**src/hw/rtl/ipv4_frt_pkg.sv**
```systemverilog
// ----------------------------------------------------------------------------
// ipv4_frt_pkg
// shared types and constants of the ipv4 fragment reassembly tracker
// ----------------------------------------------------------------------------
package ipv4_frt_pkg;

    localparam logic [2:0] STATUS_IGNORED   = 3'd0;
    localparam logic [2:0] STATUS_MALFORMED = 3'd1;
    localparam logic [2:0] STATUS_DROPPED   = 3'd2;
    localparam logic [2:0] STATUS_QUEUED    = 3'd3;
    localparam logic [2:0] STATUS_DONE      = 3'd4;

    localparam logic [1:0] CFG_ENTRY_LIMIT  = 2'd0;
    localparam logic [1:0] CFG_BYTE_BUDGET  = 2'd1;
    localparam logic [1:0] CFG_IDLE_TIMEOUT = 2'd2;

    localparam logic [3:0]  RST_ENTRY_LIMIT  = 4'd8;
    localparam logic [18:0] RST_BYTE_BUDGET  = 19'd262144;
    localparam logic [31:0] RST_IDLE_TIMEOUT = 32'd30;

    localparam logic [17:0] MAX_TOTAL  = 18'd65535;
    localparam logic [5:0]  MIN_HEADER = 6'd20;
    localparam logic [3:0]  IP_V4      = 4'd4;

    typedef struct packed {
        logic [31:0] src;
        logic [31:0] dst;
        logic [7:0]  proto;
        logic [15:0] ident;
    } key_t;

    typedef struct packed {
        logic        ignored;
        logic        malformed;
        key_t        key;
        logic [15:0] start;
        logic [16:0] stop;
        logic        more_frag;
        logic [5:0]  hdr;
        logic [31:0] now;
    } item_t;

    typedef struct packed {
        logic [3:0]  entry_limit;
        logic [18:0] byte_budget;
        logic [31:0] idle_timeout;
    } cfg_t;

    typedef struct packed {
        logic [15:0] lo;
        logic [16:0] hi;
    } range_t;

    typedef enum logic [3:0] {
        SEQ_IDLE,
        SEQ_SCAN,
        SEQ_LOOKUP,
        SEQ_ENTRY,
        SEQ_OVL_RD,
        SEQ_OVL_CHK,
        SEQ_SH_RD,
        SEQ_SH_CHK,
        SEQ_BUDGET,
        SEQ_CV_RD,
        SEQ_CV_CHK,
        SEQ_RESULT
    } seq_state_t;

endpackage

```
**src/hw/rtl/ipv4_frt_front.sv**
```systemverilog
// ----------------------------------------------------------------------------
// ipv4_frt_front
// accepts fragment transactions and classifies them for the queue
// ----------------------------------------------------------------------------
module ipv4_frt_front #(
    parameter int MAX_HEADER = 60
) (
    input  logic                  s_valid,
    output logic                  s_ready,
    input  logic                  s_is_fragment,
    input  logic [3:0]            s_ip_version,
    input  logic [31:0]           s_source_address,
    input  logic [31:0]           s_dest_address,
    input  logic [7:0]            s_protocol_number,
    input  logic [15:0]           s_ident,
    input  logic [15:0]           s_offset_bytes,
    input  logic [15:0]           s_payload_bytes,
    input  logic                  s_more_fragments,
    input  logic [5:0]            s_header_bytes,
    input  logic [31:0]           s_now_time,
    input  logic                  q_full,
    output logic                  q_push,
    output ipv4_frt_pkg::item_t   q_item
);
    import ipv4_frt_pkg::*;

    logic [17:0] sum_total;
    logic        bad;

    assign sum_total = 18'(s_offset_bytes) + 18'(s_payload_bytes) + 18'(s_header_bytes);

    always_comb begin
        bad = (s_ip_version != IP_V4) || (s_header_bytes < MIN_HEADER) ||
              (s_header_bytes > 6'(MAX_HEADER)) ||
              (s_more_fragments && (s_payload_bytes[2:0] != 3'd0)) ||
              (s_payload_bytes == 16'd0) || (sum_total > MAX_TOTAL);
    end

    always_comb begin
        q_item.ignored   = !s_is_fragment;
        q_item.malformed = bad;
        q_item.key.src   = s_source_address;
        q_item.key.dst   = s_dest_address;
        q_item.key.proto = s_protocol_number;
        q_item.key.ident = s_ident;
        q_item.start     = s_offset_bytes;
        q_item.stop      = 17'(s_offset_bytes) + 17'(s_payload_bytes);
        q_item.more_frag = s_more_fragments;
        q_item.hdr       = s_header_bytes;
        q_item.now       = s_now_time;
    end

    assign s_ready = !q_full;
    assign q_push  = s_valid && !q_full;

endmodule

```
**config.mk**
```make
export PLATFORM = sky130hd
export DESIGN_NAME = ipv4_frt_front
export DESIGN_NICKNAME = d
export VERILOG_FILES = /design/src/hw/rtl/ipv4_frt_pkg.sv /design/src/hw/rtl/ipv4_frt_front.sv
export SDC_FILE = /design/constraint.sdc
export NUM_CORES = 1
export LEC_CHECK = 0
export BUFFER_PORTS_ARGS = -buffer_cell sky130_fd_sc_hd__buf_2
export CAP_MARGIN = 0
export CORE_AREA = 8 8 124 126
export DETAILED_ROUTE_END_ITERATION = 8
export DIE_AREA = 0 0 132 134
export GPL_ROUTABILITY_DRIVEN = 0
export PLACE_DENSITY = 0.54
export SYNTH_ARGS = -nofsm -noshare
export SYNTH_HDL_FRONTEND = slang
export SYNTH_SLANG_ARGS = --single-unit
```
**constraint.sdc**
```tcl
create_clock -name vclk -period 3.5
set_clock_uncertainty 0.15 [all_clocks]
set_input_delay 0.7 -clock vclk [all_inputs]
set_output_delay 0.7 -clock vclk [all_outputs]
set_load 0.01 [all_outputs]
```
==> results.yml <==
worst_setup_path:
  crit_path_start_kind: "input port"
  cp.arrival_ps: 2740
  critPathCaptureType: "output port"
  crit_type: "in2out"
  required_ps: 2650
  path_max_fanout: 3
global_routing:
  grt_usage_pct: 7.50
  use_met2_pct: 13.9
  grt_max_degree: 6
  use_met3_pct: 3.70
  use_met1_pct: 7.04
  grt_overflow_total: 0
  grt_pass1_wl_um: 11100
  antenna_found_initial: 2
  grt_pass1_vias: 2149
  grt.busiest_layer: "met2"
worst_hold_path:
  min_path_type: "in2out"
  hold_path_end: "q_item[0]"
  holdPathStages: 0
  min_from: "s_now_time[0]"
sta:
  period_share_pct: 103
  hold_viol: 0
  tightest_slew_ps: 394
  finalSetupViolCount: 3
  rsz0062_at_grt: "yes"
  min_period_ps: 3590
  clock.fmax_ghz: 0.278
  whs_ps: 1250
  relSlewSlack_pct: 73.6
  drv_slew: 0
  fin_ws_ps: -92.7
floorplan:
  core_mm2: 0.0135
  io_pins: 330
  die_h_um: 134
  rows: 43
  die_w_um: 132
  die_area_mm2: 0.0177
  initial_core_util_pct: 19.1
run_status:
  violations: "setup timing"
  outcome: "finished, violations left"
final_layout:
  final_cells: 488
  layout-drive-gt1-share_pct: 58.4
  clock_buffers: 0
  seq_cells: 0
  syn_to_final_growth_pct: 9.07
  stdcell_area_mm2: 0.00281
  fin_util_pct: 20.8
  n_antenna_cell: 0
  fin_nets: 524
  n_fill_cell: 1491
  ff_latch_area_um2: 0
placed_design:
  io_buffers: 90
  place_worst_setup_slack_ps: -276
  placed_area_mm2: 0.00253
  dp.cells: 485
  dpl.hpwl_um: 6670
synth:
  ys_seq_area_share_pct: 0
  syn_area_per_cell_um2: 8.27
  synth_cell_types: 40
  synth.cell_area_mm2: 0.00258
  syn_nets: 526
  yosys_warnings: 0
  syn_inst: 312
run:
  drv_cap: 0
power_and_ir_drop:
  p_leak_nw: 1.31
  ir_drop_v: 0.0000280
  p_per_area_mw_per_mm2: 181
routing:
  dr.pass1.iters: 4
  wirelength_um: 7430
  routed-via-count: 1940
  drtAntennaViolNets: 0
  vias_per_cell: 3.98
  wl_per_cell_um: 15.2
  first_iter_violations: 36
  drc: 0
stage by stage:
stage               TNS (ps)  power [mW]
floorplan                  0       0.392
global placement        -663       0.445
detailed placement      -828       0.449
CTS                     -584       0.490
global route            -527       0.565
finish                  -110       0.510
critical path, stage by stage:
cell      delay [ps]
buf_4            100
inv_2             40
fa_1             460
inv_1             70
ha_2             180
inv_2             40
fa_2             310
nand2b_4         150
a21oi_4          150
o31ai_2           80
a21oi_1          160
nor3b_2           60
o21ai_1          100
buf_2            140
worst max path at each step:
stage | from | endpoint | slack [ps] | cells after the start
2_1_floorplan | s_offset_bytes[1] | q_item[160] | 90 | 13
3_3_place_gp | s_offset_bytes[1] | q_item[160] | -280 | 14
3_5_place_dp | s_offset_bytes[1] | q_item[160] | -280 | 14
4_1_cts | s_offset_bytes[0] | q_item[53] | -160 | 10
5_1_grt | s_header_bytes[1] | q_item[160] | -240 | 14
6_report | s_header_bytes[1] | q_item[160] | -90 | 14
cells in the final DEF, fill, tap and decap left out, types with 4 or more instances in the layout:
cell type / n
a21o_1: 4
a21oi_1: 11
buf_2: 86
buf_4: 47
buf_6: 5
fa_1: 15
ha_1: 23
ha_4: 7
inv_1: 10
inv_2: 4
nand2_1: 7
nor2_1: 9
nor2_2: 4
nor3_1: 5
o21a_1: 6
o21ai_0: 5
xnor2_1: 6
xor2_1: 4
cells in the mapped netlist (all sizes together), types with 4 or more instances:
| cell type | count | area, µm² |
|---|---|---|
| o21a | 6 | 45.0 |
| nor3 | 5 | 25.0 |
| o21ai | 9 | 48.8 |
| nand2 | 7 | 26.3 |
| xnor2 | 8 | 70.1 |
| a211oi | 5 | 52.6 |
| a21oi | 15 | 78.8 |
| xor2 | 5 | 43.8 |
| nor2 | 13 | 48.8 |
| ha | 31 | 388 |
| buf | 144 | 1080 |
| fa | 17 | 340 |
| a21o | 4 | 30.0 |
| inv | 14 | 52.6 |
report_power, final:
| group | total (mW) | switching [mW] | leakage [nW] | internal (mW) |
|---|---|---|---|---|
| clock | 0 | 0 | 0 | 0 |
| combinational | 0.510 | 0.260 | 1.31 | 0.251 |
| sequential | 0 | 0 | 0 | 0 |
repair_timing:
action                                  4_1_cts  5_1_grt
hold buffers                                  0        0
pin swaps                                    17       20
endpoints found under the setup margin        7        9
setup buffers                                 4        0
resized for setup                            28       23
metal layers:
layer  wire length, µm  part of all wire [%]
met5                25                  0.34
met4               262                   3.5
met1              2440                    33
met2              3810                    51
met3               903                    12
area by class of cell:
class | count | area [µm²] | share of cell area (%)
repair buffers | 140 | 870 | 30.9
multi-input cells | 154 | 1670 | 59.2
well taps | 180 | 225 | 8.01
inverters | 14 | 52.6 | 1.87
kinds of logic after synthesis:
family	count (synthesis)	synth area share [%]
compound gates	53	15.6
xor+xnor	13	4.42
fa+ha+maj	48	28.2
buf+inv	158	44.0
simple gates	40	7.81
Note: power is estimated with default switching activity, not from simulation.
