==> src/hw/rtl/ipv4_frt_pkg.sv <==
// ----------------------------------------------------------------------------
// ipv4_frt_pkg
// shared types and constants of the ipv4 fragment reassembly tracker
// ----------------------------------------------------------------------------
package ipv4_frt_pkg;

    localparam logic [2:0] STATUS_IGNORED   = 3'd0;
    localparam logic [2:0] STATUS_MALFORMED = 3'd1;
    localparam logic [2:0] STATUS_DROPPED   = 3'd2;
    localparam logic [2:0] STATUS_QUEUED    = 3'd3;
    localparam logic [2:0] STATUS_DONE      = 3'd4;

    localparam logic [1:0] CFG_ENTRY_LIMIT  = 2'd0;
    localparam logic [1:0] CFG_BYTE_BUDGET  = 2'd1;
    localparam logic [1:0] CFG_IDLE_TIMEOUT = 2'd2;

    localparam logic [3:0]  RST_ENTRY_LIMIT  = 4'd8;
    localparam logic [18:0] RST_BYTE_BUDGET  = 19'd262144;
    localparam logic [31:0] RST_IDLE_TIMEOUT = 32'd30;

    localparam logic [17:0] MAX_TOTAL  = 18'd65535;
    localparam logic [5:0]  MIN_HEADER = 6'd20;
    localparam logic [3:0]  IP_V4      = 4'd4;

    typedef struct packed {
        logic [31:0] src;
        logic [31:0] dst;
        logic [7:0]  proto;
        logic [15:0] ident;
    } key_t;

    typedef struct packed {
        logic        ignored;
        logic        malformed;
        key_t        key;
        logic [15:0] start;
        logic [16:0] stop;
        logic        more_frag;
        logic [5:0]  hdr;
        logic [31:0] now;
    } item_t;

    typedef struct packed {
        logic [3:0]  entry_limit;
        logic [18:0] byte_budget;
        logic [31:0] idle_timeout;
    } cfg_t;

    typedef struct packed {
        logic [15:0] lo;
        logic [16:0] hi;
    } range_t;

    typedef enum logic [3:0] {
        SEQ_IDLE,
        SEQ_SCAN,
        SEQ_LOOKUP,
        SEQ_ENTRY,
        SEQ_OVL_RD,
        SEQ_OVL_CHK,
        SEQ_SH_RD,
        SEQ_SH_CHK,
        SEQ_BUDGET,
        SEQ_CV_RD,
        SEQ_CV_CHK,
        SEQ_RESULT
    } seq_state_t;

endpackage

==> src/hw/rtl/ipv4_frt_queue.sv <==
// ----------------------------------------------------------------------------
// ipv4_frt_queue
// two-entry queue between the front and the back end
// ----------------------------------------------------------------------------
module ipv4_frt_queue (
    input  logic                  aclk,
    input  logic                  aresetn,
    input  logic                  push,
    input  ipv4_frt_pkg::item_t   push_item,
    output logic                  full,
    input  logic                  pop,
    output logic                  pop_valid,
    output ipv4_frt_pkg::item_t   pop_item
);
    import ipv4_frt_pkg::*;

    item_t       slot_reg [2];
    logic [1:0]  count_reg, count_next;
    logic        wr_ptr_reg, wr_ptr_next;
    logic        rd_ptr_reg, rd_ptr_next;

    assign full      = (count_reg == 2'd2);
    assign pop_valid = (count_reg != 2'd0);
    assign pop_item  = slot_reg[rd_ptr_reg];

    always_comb begin
        wr_ptr_next = wr_ptr_reg ^ push;
        rd_ptr_next = rd_ptr_reg ^ pop;
        count_next  = count_reg + 2'(push) - 2'(pop);
    end

    always_ff @(posedge aclk) begin
        if (!aresetn) begin
            count_reg  <= 2'd0;
            wr_ptr_reg <= 1'b0;
            rd_ptr_reg <= 1'b0;
        end else begin
            count_reg  <= count_next;
            wr_ptr_reg <= wr_ptr_next;
            rd_ptr_reg <= rd_ptr_next;
        end
    end

    always_ff @(posedge aclk) begin
        if (push) begin
            slot_reg[wr_ptr_reg] <= push_item;
        end
    end

endmodule

==> config.mk <==
export PLATFORM = sky130hd
export DESIGN_NAME = ipv4_frt_queue
export DESIGN_NICKNAME = d
export VERILOG_FILES = /design/src/hw/rtl/ipv4_frt_pkg.sv /design/src/hw/rtl/ipv4_frt_queue.sv
export SDC_FILE = /design/constraint.sdc
export NUM_CORES = 1
export LEC_CHECK = 0
export BUFFER_PORTS_ARGS = -buffer_cell sky130_fd_sc_hd__buf_2
export CAP_MARGIN = 0
export CORE_UTILIZATION = 56
export CTS_BUF_LIST = sky130_fd_sc_hd__clkbuf_16
export DETAILED_ROUTE_END_ITERATION = 10
export GPL_TIMING_DRIVEN = 0
export PLACE_DENSITY_LB_ADDON = 0.3
export SYNTH_ARGS = -nofsm -noshare
export SYNTH_HDL_FRONTEND = slang
export SYNTH_SLANG_ARGS = --single-unit
==> constraint.sdc <==
create_clock -name aclk -period 13.95 [get_ports aclk]
set_input_delay 0 -clock aclk [delete_from_list [all_inputs] [get_ports aclk]]
set_output_delay 0 -clock aclk [all_outputs]
set_load 0.02 [all_outputs]
==> results.yml, run 1 <==
status:
  outcome: "finished clean"
floorplan:
  core_area_um2: 21200
  start_util_pct: 57.7
  fp.dieW_um: 150
  num_io_pins: 330
  die_y_um: 150
  dieArea_um2: 22500
  rows: 53
worst_setup_path:
  worstPathRequired_ns: 13.95
  cp-start-kind: "register"
  end_kind: "output port"
  worstPathArrival_ns: 1.88
  cp_max_fo: 10
  critical_path_class: "register to output port"
routing:
  ant_nets: 0
  wl_um: 28200
  vias: 6964
  wl_per_cell_um: 20.7
  via_per_inst: 5.12
  drt_iter0_drc: 310
  drc_errors: 0
  dr.pass1.iters: 4
yosys:
  ys_types: 13
  yosysSeqAreaShare_pct: 80.3
  synth_compound_area_share_pct: 0
  synth_simple_gate_area_share_pct: 0.358
  synth_cells: 525
  ys_seq_elements: 329
  netlist_area_um2: 12200
  synth_top_family_by_area: "multiplexers"
  avgSynthCellArea_um2: 23.3
  syn_nets: 695
  synth_adder_area_share_pct: 0.409
  synthMuxAreaShare_pct: 17.4
  yosysWarningCount: 0
  synth_xor_area_share_pct: 0.255
sta:
  min_period_over_period_pct: 13.5
  fmax_mhz: 533
  setup_viol: 0
  worst_pin_slew_ns: 0.690
  min_period_ns: 1.88
  slew_headroom_pct: 54.0
  skew_ns: 0.0183
  hold_viol: 0
  rsz0062_at_grt: "no"
  setup_tns_ns: 0
  slew_violations: 0
pwr:
  p_per_area_nw_per_um2: 139
  peakVddDrop_v: 0.000141
  p_leak_nw: 6.76
run:
  cap_viol_max_count: 0
global_routing:
  grt_pass1_wl_um: 41100
  grt_use_total_pct: 24.8
  grt_max_degree: 68
  overflow: 0
  grt_antenna_before_repair: 0
  grt_pass1_vias: 7594
hold_path:
  hold_class: "primary input to register"
placement:
  gp_congestion: 0.733
  portBuffers: 329
  post-dp-hpwl_um: 16600
layout:
  num_antenna_cells: 0
  post-route-util_pct: 80.5
  areaGrowthSynthToFinish_pct: 39.5
  nFillCells: 1044
  nets: 1229
  drive_gt1_share_pct: 51.9
  largest_register_ff_count: 324
clock_tree:
  htree_levels: 2
  cts_buffer_depth: 3
  cts_sinks: 329
  insertion_delay_ns: 0.50
  tritoncts: "yes"
  postCtsSetupBuffers: 0
  cts-root-buf: "clkbuf_16"
  cts_made_buffers: 34
  path_clk_slew_ns: 0.06
through the flow:
step / area [µm²] / worst slack (ns) / hold slack (ns) / power, W / cells
3_5_place_dp: 14400 / 12.18 / 0.191 / 0.00151 / 1133
2_1_floorplan: 12200 / 9.30 / 0.0989 / 0.00140 / 525
3_3_place_gp: 14200 / 7.73 / 0.187 / 0.00150 / 1129
5_1_grt: 17100 / 11.99 / 0.219 / 0.00245 / 1359
6_report: 17100 / 12.07 / 0.218 / 0.00238 / 1359
4_1_cts: 17100 / 12.03 / 0.199 / 0.00238 / 1359
power by group:
part	internal [W]	total, W	leakage [nW]	switching, W
Clock	0.000495	0.000851	0.557	0.000356
Sequential	0.00115	0.00117	3.08	0.0000174
Combinational	0.000166	0.000357	3.12	0.000191
cell usage in the layout (no fill, tap or decap), drive strengths merged, types with 4 or more instances in the layout:
master       netlist  final
mux2             162    162
dlygate4sd3        0    165
inv                3     12
clkinv             0     13
ha                 4      4
clkbuf             0     37
dfxtp              5      5
buf               18    351
edfxtp           324    324
cell families after synthesis:
| kind of cell | after synthesis |
|---|---|
| XOR/XNOR | 2 |
| adder cells (fa/ha/maj) | 4 |
| buffers and inverters | 21 |
| flip-flops | 329 |
| multiplexers | 162 |
| AND/OR/NAND/NOR | 7 |
synth_stat cells:
cell | n | area share, %
edfxtp_1 | 324 | 79
mux2_2 | 82 | 7.5
mux2_4 | 80 | 9.8
buf_6 | 10 | 0.92
buf_2 | 8 | 0.33
dfxtp_1 | 5 | 0.82
ha_1 | 4 | 0.41
and2_1 | 3 | 0.15
inv_1 | 3 | 0.092
nor2b_1 | 3 | 0.15
or2_2 | 1 | 0.051
xnor3_1 | 1 | 0.18
xor2_1 | 1 | 0.072
routing by layer:
| metal | vias to the layer above | track usage (%) | wire, µm |
|---|---|---|---|
| met5 | - | 0 | 0 |
| met4 | 0 | 8.43 | 706 |
| li1 | 3160 | - | - |
| met3 | 50 | 5.70 | 1920 |
| met2 | 304 | 46.1 | 15100 |
| met1 | 3450 | 27.8 | 10500 |
cell type report:
type                            count  area [µm²]  share of cell area [%]
Buffer                             18         153                   0.894
Clock buffer                       37         926                    5.42
Clock inverter                     24         130                   0.762
Inverter                            3        11.3                  0.0659
Multi-Input combinational cell    175        2270                    13.3
Sequential cell                   329        9830                    57.6
Tap cell                          275         344                    2.01
Timing Repair Buffer              498        3410                    20.0
worst max-delay path, stage by stage (launching register included):
cell,delay [ns]
dfxtp_1,0.32
buf_6,0.14
buf_6,0.20
buf_6,0.21
mux2_4,0.32
buf_2,0.17
repair_timing:
action	4_1_cts	5_1_grt
hold endpoints to repair	329	0
resized for setup	0	0
hold buffers	165	0
final timing paths:
| kind | depth (start not counted) | to | slack (ns) | startpoint |
|---|---|---|---|---|
| max | 5 | pop_item[93] | 12.07 | register |
| min | 2 | slot_reg[0][6]$_DFFE_PP_ | 0.22 | push_item[6] |
| max reg2reg | 3 | slot_reg[0][144]$_DFFE_PP_ | 12.18 | wr_ptr_reg$_SDFF_PN0_ |
| min reg2reg | 2 | register | 0.60 | rd_ptr_reg$_SDFF_PN0_ |
(Power assumes the default switching activity.)
==> run 2, diff against run 1 <==
--- a/config.mk
+++ b/config.mk
@@ -7,7 +7,7 @@
 export LEC_CHECK = 0
 export BUFFER_PORTS_ARGS = -buffer_cell sky130_fd_sc_hd__buf_2
 export CAP_MARGIN = 0
-export CORE_UTILIZATION = 56
+export CORE_UTILIZATION = 47
 export CTS_BUF_LIST = sky130_fd_sc_hd__clkbuf_16
 export DETAILED_ROUTE_END_ITERATION = 10
 export GPL_TIMING_DRIVEN = 0
==> constraint.sdc (replaced) <==
create_clock -name aclk -period 1.65 [get_ports aclk]
set_input_delay 0 -clock aclk [delete_from_list [all_inputs] [get_ports aclk]]
set_output_delay 0 -clock aclk [all_outputs]
set_load 0.02 [all_outputs]
==> run 2 against run 1 <==
Compared with the run above: the flow now finishes with violations (setup timing); highest routed layer unchanged; power increased to 8.8 times the previous value; utilization decreased by 10 points; first-iteration DRC count increased by 35%; setup slack got worse by 12 ns; non-clock buffer count increased by 10; cell count increased by 4.6%; clock skew decreased by 0.0027 ns; largest cell class unchanged; routed wire length decreased by 4.4%; clock-buffer cell count unchanged; largest power group unchanged; critical path depth unchanged.
==> results.yml, run 2 (same netlist as run 1, synthesis figures left out) <==
status:
  outcome: "complete, but fails checks"
  violations: "setup timing"
floorplan:
  rows: 58
  die_y_um: 163
  num_io_pins: 330
  start_util_pct: 48.2
  dieArea_um2: 26700
  core_area_um2: 25400
  fp.dieW_um: 163
placement:
  portBuffers: 329
  placed_cell_area_um2: 14400
  gp_congestion: 0.740
  post-dp-hpwl_um: 15900
sta:
  min_period_ns: 1.76
  fmax_mhz: 567
  skew_ns: 0.0156
  setup_viol: 162
  rsz0062_at_grt: "yes"
  slew_violations: 0
  worst_pin_slew_ns: 0.492
  slew_headroom_pct: 67.2
  fin_hold_ws_ns: 0.219
  hold_viol: 0
  min_period_over_period_pct: 107
  setup_ws_ns: -0.114
global_routing:
  grt_pass1_vias: 7282
  grt_use_total_pct: 19.1
  grt_max_degree: 62
  grt_antenna_before_repair: 0
  overflow: 0
  grt_pass1_wl_um: 38600
worst_setup_path:
  cp_max_fo: 10
  end_kind: "output port"
  reg2reg_to: "slot_reg[1][81]$_DFFE_PP_"
  worstPathArrival_ns: 1.76
  reg2reg_depth: 2
  cp-start-kind: "register"
  rrSetupSlack_ns: 0.10
  worstPathRequired_ns: 1.65
  r2r-start: "wr_ptr_reg$_SDFF_PN0_"
  critical_path_class: "register to output port"
pwr:
  p_int_w: 0.0161
  switchingPower_w: 0.00476
  pwr-share-comb_pct: 16.2
  p_per_area_nw_per_um2: 1170
  pwr-share-clk_pct: 36.4
  peakVddDrop_v: 0.00145
  p_leak_nw: 7.02
  p_seq_share_pct: 47.4
  sw_frac_of_total_pct: 22.8
layout:
  nFillCells: 1553
  num_antenna_cells: 0
  drive_gt1_share_pct: 52.3
  layout_common_cells: "edfxtp_1 (324), buf_2 (264), dlygate4sd3_1 (166), mux2_4 (82), mux2_2 (80)"
  design_area_um2: 17900
  final_common_cell: "edfxtp_1"
  nets: 1240
  largest_register_ff_count: 324
  areaGrowthSynthToFinish_pct: 46.0
clock_tree:
  tritoncts: "yes"
  path_clk_slew_ns: 0.06
  cts_buffer_depth: 3
  insertion_delay_ns: 0.50
  cts-root-buf: "clkbuf_16"
  cts_sinks: 329
  htree_levels: 2
  cts_made_buffers: 35
run:
  cap_viol_max_count: 0
routing:
  ant_nets: 0
  drc_errors: 0
  via_per_inst: 4.89
  wl_per_cell_um: 19.0
  dr.pass1.iters: 4
  vias: 6956
  drt_iter0_drc: 420
  wl_um: 26900
hold_path:
  hold_class: "primary input to register"
  hold_depth: 2
  min_to: "slot_reg[0][70]$_DFFE_PP_"
  hp-start: "push_item[70]"
-- run 2: cell types whose count changed in the layout (fill, tap and decap cells not counted), moves of 3 or more --
cell,change
clkinv_2,-7
buf_6,+42
buf_12,+14
buf_4,+21
buf_2,-73
bufinv_16,+3
-- run 2: how the worst max path moves through the flow --
stage,from,depth (start not counted),end
after floorplan,wr_ptr_reg$_SDFF_PN0_,2,slot_reg[0][0]$_DFFE_PP_
after CTS,register,5,pop_item[99]
after global routing,register,5,pop_item[20]
after detailed placement,wr_ptr_reg$_SDFF_PN0_,3,slot_reg[0][134]$_DFFE_PP_
after global placement,wr_ptr_reg$_SDFF_PN0_,2,slot_reg[0][134]$_DFFE_PP_
final,register,5,pop_item[135]
-- run 2: power groups by stage --
stage          clock network [W]  registers [W]  logic [W]
2_1_floorplan                  0         0.0100    0.00171
3_3_place_gp                   0         0.0101    0.00260
3_5_place_dp                   0         0.0101    0.00267
4_1_cts                  0.00772        0.00988    0.00314
5_1_grt                  0.00807        0.00992    0.00358
6_report                 0.00760        0.00989    0.00339
-- run 2: worst max-delay path, stage by stage, from the launching register on --
cell and delay [ns]:
dfxtp_2 0.34, buf_12 0.14, clkbuf_16 0.17, buf_12 0.15, mux2_4 0.30, buf_4 0.16
-- run 2: final cells by class --
type | instances | area, µm² | area share, %
inverter | 3 | 11.3 | 0.0630
clock inverter | 22 | 193 | 1.08
clock buffer | 37 | 926 | 5.18
sequential | 329 | 9830 | 55.0
buffer | 18 | 310 | 1.74
multi-input combinational | 175 | 2280 | 12.8
tap | 330 | 413 | 2.31
timing repair buffer | 508 | 3910 | 21.9
-- run 2: what timing repair did --
action / 4_1_cts / 5_1_grt
hold buffers: 166 / 0
setup buffers: 5 / 3
gates resized for setup: 52 / 110
endpoints found under the hold margin: 329 / 0
endpoints found under the setup margin: 401 / 183
gates cloned: 0 / 1
-- run 2: stage by stage --
stage	setup TNS, ns	instances	util, %	power, W	worst slack [ns]
after detailed placement	-24.45	1188	56.8	0.0127	-0.137
after global placement	-322.36	1184	56.4	0.0127	-1.03
after floorplan	-107.85	525	-	0.0117	-0.356
final	-13.44	1422	70.4	0.0209	-0.114
after CTS	-23.28	1418	68.8	0.0207	-0.187
after global routing	-24.04	1422	70.4	0.0216	-0.182
-- run 2: routing by layer --
| metal | routed length [µm] | track usage [%] | vias up | share of wire, % |
|---|---|---|---|---|
| met5 | 0 | 0 | - | 0 |
| met4 | 560 | 5.69 | 0 | 2.1 |
| met3 | 2250 | 5.82 | 44 | 8.3 |
| met2 | 13900 | 33.7 | 312 | 52 |
| met1 | 10300 | 22.2 | 3405 | 38 |
| li1 | - | - | 3195 | - |
